### config.mk
export PLATFORM = sky130hd
export DESIGN_NAME = nmea_sentence_validator
export DESIGN_NICKNAME = d
export VERILOG_FILES = /design/src/rtl/core/nsv_pkg.sv /design/src/rtl/core/nmea_sentence_validator.sv /design/src/rtl/core/nsv_char_class.sv
export SDC_FILE = /design/constraint.sdc
export NUM_CORES = 1
export LEC_CHECK = 0
export BUFFER_PORTS_ARGS = -buffer_cell sky130_fd_sc_hd__buf_2
export CAP_MARGIN = 20
export CORE_MARGIN = 2
export CORE_UTILIZATION = 52
export CTS_CLUSTER_DIAMETER = 60
export CTS_CLUSTER_SIZE = 24
export DETAILED_ROUTE_END_ITERATION = 8
export PLACE_DENSITY_LB_ADDON = 0.08
export SYNTH_ARGS = -nofsm -noshare
export SYNTH_HDL_FRONTEND = slang
export SYNTH_SLANG_ARGS = --single-unit
### constraint.sdc
create_clock -name clk -period 4.9 [get_ports clk]
set_input_delay 0 -clock clk [delete_from_list [all_inputs] [get_ports clk]]
set_output_delay 0 -clock clk [all_outputs]
set_load 0.05 [all_outputs]
### src/rtl/core/nsv_pkg.sv
// ----------------------------------------------------------------------------
// nsv_pkg: shared types and constants of the NMEA sentence validator
// character codes, register indexes, phase type and character class bundle
// ----------------------------------------------------------------------------
`default_nettype none

package nsv_pkg;

  localparam logic [7:0] CHR_DOLLAR = 8'h24;
  localparam logic [7:0] CHR_STAR   = 8'h2A;
  localparam logic [7:0] CHR_CR     = 8'h0D;
  localparam logic [7:0] CHR_LF     = 8'h0A;
  localparam logic [7:0] CHR_SPACE  = 8'h20;
  localparam logic [7:0] CHR_TILDE  = 8'h7E;

  localparam int unsigned LEN_W      = 10;
  localparam int unsigned COUNT_W    = 11;
  localparam logic [COUNT_W-1:0] COUNT_MAX = '1;
  localparam logic [COUNT_W-1:0] LEN_SLACK = 11'd3;
  localparam logic [LEN_W-1:0]   MAX_LEN_RESET = 10'd82;

  localparam int unsigned CFG_IDX_W  = 1;
  localparam logic [CFG_IDX_W-1:0] REG_MAX_BODY_LENGTH = 1'b0;
  localparam logic [CFG_IDX_W-1:0] REG_STRICT_MODE     = 1'b1;

  typedef enum logic [2:0] {
    PH_DOLLAR  = 3'd0,
    PH_BODY    = 3'd1,
    PH_HEX_HI  = 3'd2,
    PH_HEX_LO  = 3'd3,
    PH_TRAILER = 3'd4,
    PH_DISCARD = 3'd5
  } phase_t;

  typedef struct packed {
    logic       is_dollar;
    logic       is_star;
    logic       printable;
    logic       is_crlf;
    logic       hex_ok;
    logic [3:0] hex_val;
  } char_class_t;

endpackage

`default_nettype wire

### src/rtl/core/nmea_sentence_validator.sv
// ----------------------------------------------------------------------------
// nmea_sentence_validator: NMEA 0183 sentence and checksum checker
// one result transaction per sentence, carrying pass flag and body checksum
// ----------------------------------------------------------------------------
// usage
//   in_*  : one sentence character per transaction, in_tlast on its final byte
//   out_* : one transaction per sentence, issued for the byte with in_tlast
//   cfg_* : register writes, index 0 max_body_length, index 1 strict_mode;
//           write only while no sentence is in flight
// timing
//   one byte per cycle; every byte is checked and folded into the sentence
//   state in the cycle it is accepted, so the result appears in out_tdata
//   the cycle after the last byte is taken
//   the single output register decides the rate: while a result waits,
//   in_tready stays high only in cycles where out_tready takes it
// reset
//   rst_n low clears the sentence state and the output valid flag and loads
//   max_body_length = 82, strict_mode = 0
// stall
//   a held result stays stable; input is held off until it drains
// ----------------------------------------------------------------------------
`default_nettype none

module nmea_sentence_validator (
  input  wire logic                           clk,
  input  wire logic                           rst_n,
  input  wire logic                           in_tvalid,
  output      logic                           in_tready,
  input  wire logic [7:0]                     in_tdata,   // [7:0] data_byte
  input  wire logic                           in_tlast,   // last_byte
  output      logic                           out_tvalid,
  input  wire logic                           out_tready,
  output      logic [15:0]                    out_tdata,  // [0] sentence_valid,
                                                          // [8:1] computed_checksum
  input  wire logic                           cfg_we,
  input  wire logic [nsv_pkg::CFG_IDX_W-1:0]  cfg_index,
  input  wire logic [nsv_pkg::LEN_W-1:0]      cfg_data
);

  nsv_pkg::phase_t                 phase_r, phase_nxt;
  logic [7:0]                      csum_r, csum_nxt;
  logic [3:0]                      nib_r, nib_nxt;
  logic [nsv_pkg::COUNT_W-1:0]     count_r, count_nxt;
  logic                            fail_r, fail_nxt;
  logic [nsv_pkg::LEN_W-1:0]       max_len_r;
  logic                            strict_r;
  logic                            out_valid_r;
  logic                            ok_r, ok_nxt;
  logic [7:0]                      out_csum_r;
  logic [nsv_pkg::COUNT_W-1:0]     limit;
  logic                            accept;
  nsv_pkg::char_class_t            cls;

  nsv_char_class u_char_class (
    .chr (in_tdata),
    .cls (cls)
  );

  assign in_tready  = !out_valid_r || out_tready;
  assign accept     = in_tvalid && in_tready;
  assign out_tvalid = out_valid_r;
  assign out_tdata  = {7'd0, out_csum_r, ok_r};
  assign limit      = {1'b0, max_len_r} + nsv_pkg::LEN_SLACK;

  always_comb begin
    phase_nxt = phase_r;
    csum_nxt  = csum_r;
    nib_nxt   = nib_r;
    fail_nxt  = fail_r;
    count_nxt = (count_r != nsv_pkg::COUNT_MAX) ? count_r + 11'd1 : count_r;
    unique case (phase_r)
      nsv_pkg::PH_DOLLAR: begin
        if (cls.is_dollar) begin
          phase_nxt = nsv_pkg::PH_BODY;
        end else begin
          fail_nxt  = 1'b1;
          phase_nxt = nsv_pkg::PH_DISCARD;
        end
      end
      nsv_pkg::PH_BODY: begin
        if (cls.is_star) begin
          phase_nxt = nsv_pkg::PH_HEX_HI;
        end else begin
          if (!cls.printable) fail_nxt = 1'b1;
          csum_nxt = csum_r ^ in_tdata;
        end
      end
      nsv_pkg::PH_HEX_HI: begin
        if (!cls.hex_ok) fail_nxt = 1'b1;
        nib_nxt   = cls.hex_val;
        phase_nxt = nsv_pkg::PH_HEX_LO;
      end
      nsv_pkg::PH_HEX_LO: begin
        if (!cls.hex_ok || {nib_r, cls.hex_val} != csum_r) fail_nxt = 1'b1;
        phase_nxt = nsv_pkg::PH_TRAILER;
      end
      nsv_pkg::PH_TRAILER: begin
        if (!cls.is_crlf) fail_nxt = 1'b1;
      end
      default: begin
        fail_nxt = 1'b1;
      end
    endcase
    ok_nxt = !fail_nxt && (count_nxt <= limit) &&
             ((phase_nxt == nsv_pkg::PH_BODY) ? !strict_r
                                              : (phase_nxt == nsv_pkg::PH_TRAILER));
  end

  always_ff @(posedge clk) begin
    if (!rst_n) begin
      phase_r <= nsv_pkg::PH_DOLLAR;
      csum_r  <= 8'd0;
      nib_r   <= 4'd0;
      count_r <= '0;
      fail_r  <= 1'b0;
    end else if (accept) begin
      if (in_tlast) begin
        phase_r <= nsv_pkg::PH_DOLLAR;
        csum_r  <= 8'd0;
        nib_r   <= 4'd0;
        count_r <= '0;
        fail_r  <= 1'b0;
      end else begin
        phase_r <= phase_nxt;
        csum_r  <= csum_nxt;
        nib_r   <= nib_nxt;
        count_r <= count_nxt;
        fail_r  <= fail_nxt;
      end
    end
  end

  // result register
  always_ff @(posedge clk) begin
    if (!rst_n) begin
      out_valid_r <= 1'b0;
    end else if (accept && in_tlast) begin
      out_valid_r <= 1'b1;
    end else if (out_tready) begin
      out_valid_r <= 1'b0;
    end
  end

  always_ff @(posedge clk) begin
    if (accept && in_tlast) begin
      ok_r       <= ok_nxt;
      out_csum_r <= csum_nxt;
    end
  end

  always_ff @(posedge clk) begin
    if (!rst_n) begin
      max_len_r <= nsv_pkg::MAX_LEN_RESET;
      strict_r  <= 1'b0;
    end else if (cfg_we) begin
      unique case (cfg_index)
        nsv_pkg::REG_MAX_BODY_LENGTH: max_len_r <= cfg_data;
        nsv_pkg::REG_STRICT_MODE:     strict_r  <= cfg_data[0];
      endcase
    end
  end

endmodule

`default_nettype wire

### src/rtl/core/nsv_char_class.sv
// ----------------------------------------------------------------------------
// nsv_char_class: character classifier
// flags the delimiters, printable range, line ends and decodes hex digits
// ----------------------------------------------------------------------------
`default_nettype none

module nsv_char_class (
  input  wire logic [7:0]          chr,
  output nsv_pkg::char_class_t     cls
);

  always_comb begin
    cls.is_dollar = (chr == nsv_pkg::CHR_DOLLAR);
    cls.is_star   = (chr == nsv_pkg::CHR_STAR);
    cls.printable = (chr >= nsv_pkg::CHR_SPACE) && (chr <= nsv_pkg::CHR_TILDE);
    cls.is_crlf   = (chr == nsv_pkg::CHR_CR) || (chr == nsv_pkg::CHR_LF);
    cls.hex_ok    = 1'b1;
    cls.hex_val   = 4'd0;
    priority if (chr >= 8'h30 && chr <= 8'h39) begin
      cls.hex_val = chr[3:0];
    end else if ((chr >= 8'h41 && chr <= 8'h46) || (chr >= 8'h61 && chr <= 8'h66)) begin
      cls.hex_val = chr[3:0] + 4'd9;
    end else begin
      cls.hex_ok  = 1'b0;
    end
  end

endmodule

`default_nettype wire

==> results of run 1 <==
[critical path: stages (launching register included)]
cell and delay (ns):
dfxtp_1 0.47, nand4_1 0.20, nor4_1 0.60, nand2_1 0.43, nand2_1 0.21, ha_1 0.26, a21o_1 0.18, a2111oi_0 0.53
o211ai_1 0.16, a31o_2 0.27, nor4_2 0.12
[logic make-up after synthesis]
kind of cell / Yosys count / share of synthesized area [%]
XOR/XNOR: 31 / 8.34
other: 1 / 0.115
AO/OA/AOI/OAI: 96 / 19.2
multiplexers: 3 / 0.999
buffers and inverters: 43 / 6.80
AND/OR/NAND/NOR: 158 / 25.4
flip-flops: 48 / 32.3
adder cells (fa/ha/maj): 18 / 6.92
[power breakdown]
part | switching (mW) | leakage (nW) | internal [mW] | total [mW]
sequential | 0.0117 | 0.404 | 0.415 | 0.427
combinational | 0.100 | 0.947 | 0.0570 | 0.157
clock | 0.138 | 0.0552 | 0.152 | 0.289
[cells in the final DEF (no fill, tap or decap), types with 3 or more instances in the layout]
cell type      Yosys  final
a31oi_1            5      5
nand4_1            5      5
dlygate4sd3_1      0     12
o211ai_1           6      6
o31ai_1            3      3
nand4b_1           3      3
a21boi_0          12     12
xnor2_1           20     20
inv_1             12     12
a21oi_1           23     23
or3_1              4      4
nor4_1             3      3
dfxtp_1           39     39
a21boi_1           3      3
a22oi_1            9      9
nor3b_1            5      5
ha_1              18     18
nor3_1             6      6
edfxtp_1           9      9
o21ai_0           18     18
nor2_1            20     20
conb_1             1      7
xor2_1            11     11
and2_1             5      5
clkbuf_8           0      5
buf_2              2     35
nor2b_1           15     15
nand2_1           57     57
nand2b_1           5      5
nand3_1           16     16
[metal layers]
metal	GRT usage [%]	part of all wire (%)	up-vias
li1	-	-	1444
met1	27.9	46	1300
met2	34.9	47	66
met3	4.17	5.1	10
met4	5.51	1.5	0
met5	0	0	-
[area by class of cell]
type                            instances  share of cell area, %
Timing Repair Buffer                   47                   8.21
Clock inverter                          2                  0.974
Tap cell                               75                   2.61
Clock buffer                            6                   2.02
Inverter                               12                   1.25
Sequential cell                        48                   29.2
Multi-Input combinational cell        313                   55.7
[stage by stage]
| step | setup slack, ns | instance area (um^2) | power, mW | hold slack (ns) |
|---|---|---|---|---|
| after CTS | 1.29 | 3600 | 0.877 | 0.0130 |
| after floorplan | 2.00 | 3280 | 0.555 | 0.124 |
| after global placement | 1.50 | 3370 | 0.584 | 0.207 |
| after global routing | 0.883 | 3600 | 0.911 | 0.0457 |
| final | 1.30 | 3600 | 0.874 | 0.0163 |
| after detailed placement | 1.34 | 3370 | 0.586 | 0.215 |
[flip-flops by register name, summed over array words and instances (netlist names)]
register,cells
count_r,11
csum_r,8
fail_r,1
max_len_r,10
nib_r,4
ok_r,1
out_csum_r,8
out_tvalid,1
phase_r,3
strict_r,1
[worst min-delay path by stage]
stage	startpoint	slack, ns	end
3_5_place_dp	cfg_data[4]	0.21	max_len_r[4]
5_1_grt	cfg_we	0.05	strict_r
4_1_cts	cfg_we	0.01	strict_r
6_report	cfg_we	0.02	strict_r
2_1_floorplan	cfg_data[6]	0.12	max_len_r[6]
3_3_place_gp	cfg_data[4]	0.21	max_len_r[4]
==> run summary, run 1 <==
GRT Util Overall: 21.0%
Startpoint Class: register
CTS Buffer Depth: 2
Crit Path Max Fanout: 12
Netlist cell types: 60
Fraction of layout cells with a size suffix above 1: 12.6%
R2R depth: 10
Root Driver: clkbuf_8
CP Data Required Time: 5.04 ns
Port bufs: 35
Reg-to-reg setup timing slack: 1.30 ns
Worst Clk Skew: 0.0104 ns
First-pass GRT wire length: 12.0 mm
Syn Inst Count: 398
WL/cell: 14.4 um
Count leader, synth: nand2_1
Setup TNS: 0 ns
Peak supply drop: 156 uV
Area share of the largest cell type after synthesis: 24.0%
CTS tree: built
F_max: 0.278 GHz
Die area: 6910 um^2
# H-tree levels: 2
Post CTS Setup Buffer Count: 0
Most frequent cells after synthesis: 57 x nand2_1, 39 x dfxtp_1, 23 x a21oi_1
Slew Limit Fails: 0
Post-synth top area cell: dfxtp_1
Post-Syn Area per Cell: 8.18 um^2
Num rows: 28
Reg-to-reg critical path startpoint: count_r[3]
Max Cap Viol: 0
Pre-Repair DR Iteration Count: 4
RSZ-0062 raised after global routing: no
RR Endpoint: ok_r
Non-Filler Instances: 503
N_diodes: 0
I/O Pins: 43
Top_reg_cell synth: dfxtp_1
Grt total ovfl: 0
Sequential cell area: 1050 um^2
CORE AREA: 5990 um^2
Fill cells: 579
Initial DRC Count: 219
Post-route ant nets: 0
Die Y: 83.1 um
CP Capture Type: register
Vias in the first global route: 2526
Fin crit period: 3.60 ns
Hold-fix buffers, CTS: 12
Final Hold Vio Count: 0
Area delta synth->final: 10.5%
Multi-input combinational cell area: 2010 um^2
Hold path cells: 4
YS warnings: 0
Worst-path clk slew: 0.09 ns
Routed wire length: 7.22 mm
#FFs+latches synth: 48
Initial antenna violation count: 0
Crit path kind: reg -> reg
Largest net degree at the start of global routing: 42
Least-Margin Pin Slew: 0.898 ns
Via count: 2820
CP arrival: 3.74 ns
Sequential area share after synthesis: 32.3%
Worst setup path startpoint: count_r[3]
Finish-stage setup viols: 0
CP endpoint: ok_r
Num CTS Buffers: 5
Hold crit path type: in -> reg
Lkg Pwr: 1.41 nW
Dominant cells by area after synthesis: dfxtp_1 24%, edfxtp_1 8.3%, ha_1 6.9%, nand2_1 6.6%, xnor2_1 5.4%
Status: finished, final reports clean
Cell Pwr Density: 243 nW/um^2
Initial core utilization: 54.3%
HPWL Detailed: 5.30 mm
Synthesized area: 3260 um^2
Synth async-reset ratio: 0%
Die X-Extent: 83.1 um
GPL Wtd Cong: 0.881
Final Util: 60.1%
CTS sink count: 48
Number of synthesized flops with an enable pin: 9
Tcrit/Tclk final: 73.5%
Slew HR: 39.9%
CTS resizes: 0
Worst skew pair latency: 0.31 ns
Placed cells: 483
DRC: 0
Via density: 5.61
Nets@finish: 470
Power figures use the tool's default switching activity.
==> run 2: changes to the inputs <==
- ABC_AREA: not set -> 1
- clock period: 4.9 -> 2.9 ns (I/O delays scaled with it)
==> run 2 against run 1 <==
Via count fell by 2.1%. Sequential power grew 68%. Cell count increased by 9.1%. Register-to-register slack worse by 1.0 ns. Synthesized cell count increased by 6.8%. Routed wire length is 7.1% lower. Flip-flop and latch count unchanged. Combinational power increased by 75%. First-iteration DRC count shrank 35%. Critical path depth rose by 6. Maximum frequency is 38% higher. Die area is 3.7% lower. Critical path type unchanged. Critical endpoint unchanged. Highest routed layer unchanged.
==> run summary, run 2 <==
Area share of the largest cell type after synthesis: 25.0% (+0.97 points)
Dominant cells by area after synthesis: dfxtp_1 25%, nand2_1 13%, edfxtp_1 8.6%, ha_1 7.2%, a21oi_1 5.8%
Root Driver: clkbuf_8
Slew Limit Fails: 0 (unchanged)
Worst-path clk slew: 0.10 ns (about the same)
Crit path kind: reg -> reg
CP Capture Type: register
Pre-CTS WS: 0.240 ns (-1.10 ns)
Die area: 6650 um^2 (-3.7%)
Num rows: 28 (unchanged)
CORE AREA: 5850 um^2 (-2.3%)
Placed cells: 527 (+9.1%)
Worst Clk Skew: 0.00996 ns (-0.000426 ns)
GRT Util Overall: 22.1% (+1.1 points)
Netlist cell types: 39 (-35%)
Synth async-reset ratio: 0% (unchanged)
Hold slack: 0.0121 ns (-0.00429 ns)
Status: finished, final reports clean
Post CTS Setup Buffer Count: 0 (unchanged)
N_diodes: 0 (unchanged)
Synthesized area: 3130 um^2 (-3.9%)
Grt total ovfl: 0 (unchanged)
Tcrit/Tclk final: 89.7% (+16 points)
Cell Pwr Density: 390 nW/um^2 (+61%)
Max reg flops: 11 (unchanged)
Crit Path Max Fanout: 10 (-2)
Post-synthesis adder-cell area fraction: 7.20% (+0.28 points)
Initial DRC Count: 142 (-35%)
DRC: 0 (unchanged)
Area delta synth->final: 14.5%
First-pass GRT wire length: 11.6 mm (-3.4%)
Fin crit period: 2.60 ns (-1.00 ns)
Non-Filler Instances: 549 (+9.1%)
HPWL Detailed: 5.01 mm (-5.6%)
CP arrival: 2.67 ns (-1.07 ns)
Slew HR: 43.2% (+3.3 points)
#FFs+latches synth: 48 (unchanged)
Initial core utilization: 53.5% (-0.86 points)
CTS sink count: 48 (unchanged)
Pre-Repair DR Iteration Count: 4 (unchanged)
Startpoint Class: register
Post-Syn Area per Cell: 7.36 um^2 (-10%)
Max Cap Viol: 0 (unchanged)
Final WS setup: 0.297 ns (-1.00 ns)
Sequential area share after synthesis: 33.6% (+1.3 points)
Port bufs: 35 (unchanged)
CP Data Required Time: 2.96 ns (-2.08 ns)
Worst skew pair latency: 0.30 ns (about the same)
GPL Wtd Cong: 0.877 (-0.45%)
Via count: 2761 (-2.1%)
Largest Register: count_r
Reg-to-reg setup timing slack: 0.30 ns (-1.00 ns)
Count leader, synth: nand2_1
F_max: 0.384 GHz (+38%)
Post-route ant nets: 0 (unchanged)
Lkg Pwr: 1.56 nW (+11%)
Nets@finish: 516 (+9.8%)
I/O Pins: 43 (unchanged)
Post-synth top area cell: dfxtp_1
Die X-Extent: 81.6 um (-1.9%)
Number of synthesized flops with an enable pin: 9 (unchanged)
Fraction of layout cells with a size suffix above 1: 17.5% (+4.9 points)
Hold crit path type: in -> reg
Vias in the first global route: 2522 (-0.16%)
Finish-stage setup viols: 0 (unchanged)
Main combinational cell family by area after synthesis: simple AND/OR/NAND/NOR gates
Most frequent cells after synthesis: 107 x nand2_1, 41 x inv_1, 39 x dfxtp_1
# H-tree levels: 2 (unchanged)
Routed wire length: 6.71 mm (-7.1%)
Least-Margin Pin Slew: 0.851 ns (-0.0474 ns)
CTS Buffer Depth: 2 (unchanged)
CTS tree: built
Peak supply drop: 329 uV (+110%)
Largest net degree at the start of global routing: 28 (-33%)
Via density: 5.03 (-10%)
Most frequent cells in the layout: 107 x nand2_1, 40 x inv_1, 38 x dfxtp_1, 36 x a21oi_1, 35 x buf_2
Post-Synth XOR/XNOR Area: 8.08% (-0.26 points)
Final Hold Vio Count: 0 (unchanged)
WL/cell: 12.2 um (-15%)
Synth Area in Compound Gates: 11.2% (-8.0 points)
Biggest registers after layout: count_r: 11 flops, max_len_r: 10 flops
Die Y: 81.6 um (-1.9%)
Initial antenna violation count: 0 (unchanged)
YS warnings: 0 (unchanged)
Mux cell area share after synthesis: 0% (-1.0 points)
Most common cell after layout, fill and taps aside: nand2_1
Num CTS Buffers: 5 (unchanged)
Post-Synth Simple-Gate Area: 31.5% (+6.1 points)
Top_reg_cell synth: dfxtp_1
Syn Inst Count: 425 (+6.8%)
Fill cells: 558 (-3.6%)
-- run 2: cell count changes after synthesis, moves of 6 or more --
cell      before  now
a21oi_1       23   36
a21boi_0      12    0
xnor2_1       20   13
a22oi_1        9    0
nand2_1       57  107
inv_1         12   41
clkbuf_1      16    8
nand3_1       16   30
nor2_1        20   33
nand2_2        1    7
nor2b_1       15    0
-- run 2: path summary, 6_finish.rpt --
kind | start | to | depth (start not counted)
worst max-delay path | count_r[1] | ok_r | 16
worst min-delay path | cfg_data[0] | max_len_r[0] | 3
worst max register to register | count_r[1] | ok_r | 16
worst min register to register | csum_r[3] | csum_r[3] | 2
-- run 2: power by group --
| part | internal, mW | leakage (nW) | switching [mW] | total (mW) |
|---|---|---|---|---|
| clock | 0.172 | 0.0414 | 0.235 | 0.407 |
| sequential | 0.702 | 0.405 | 0.0157 | 0.718 |
| combinational | 0.0905 | 1.11 | 0.184 | 0.274 |
-- run 2: repair_timing --
item	CTS	global route
gates resized for setup	0	4
hold buffers	14	0
setup endpoints to repair	0	1
endpoints found under the hold margin	10	0
-- run 2: layer usage --
layer | wire (um) | vias up | share of wire (%) | global-route usage (%)
met4 | 68 | 0 | 1.0 | 5.67
met1 | 3410 | 1245 | 51 | 32.9
met5 | 0 | - | 0 | 0
li1 | - | 1457 | - | -
met2 | 2980 | 54 | 44 | 33.6
met3 | 252 | 5 | 3.8 | 3.19
-- run 2: cell type report --
class / instances / area [um^2] / area share [%]
repair buffers: 51 / 330 / 9.22
flip-flops and latches: 48 / 1050 / 29.4
clock inverters: 2 / 16.3 / 0.454
clock buffers: 6 / 72.6 / 2.03
multi-input cells: 321 / 1850 / 51.5
inverters: 46 / 173 / 4.82
well taps: 75 / 93.8 / 2.62
-- run 2: logic make-up after synthesis --
family / count (synthesis)
buffers and inverters: 62
other: 1
xor gates and xnor gates: 28
and+or+nand+nor: 207
adders and majority gates: 18
DFF: 48
AOI/OAI and AO/OA: 61
-- run 2: through the flow --
step	util, %	total power, mW	cell area, um^2	TNS, ns
after floorplan	-	0.930	3150	0
after global placement	57.2	0.986	3350	0
after detailed placement	57.2	0.989	3350	0
after CTS	61.1	1.41	3570	0
after global routing	61.2	1.47	3580	-0.0294
final	61.2	1.40	3580	0
-- run 2: critical path, cell delays in order, from the launching register on --
cell and delay, ns:
dfxtp_1 0.38, ha_1 0.18, nand2_1 0.07, inv_2 0.09
nand4_1 0.10, nor2_2 0.14, and3_2 0.24, nand2_4 0.10
nand3_2 0.08, xnor2_1 0.08, ha_1 0.32, a21oi_1 0.06
o21ai_0 0.16, nand2_1 0.07, o2111ai_1 0.07, nand2_1 0.06
nor3b_2 0.15
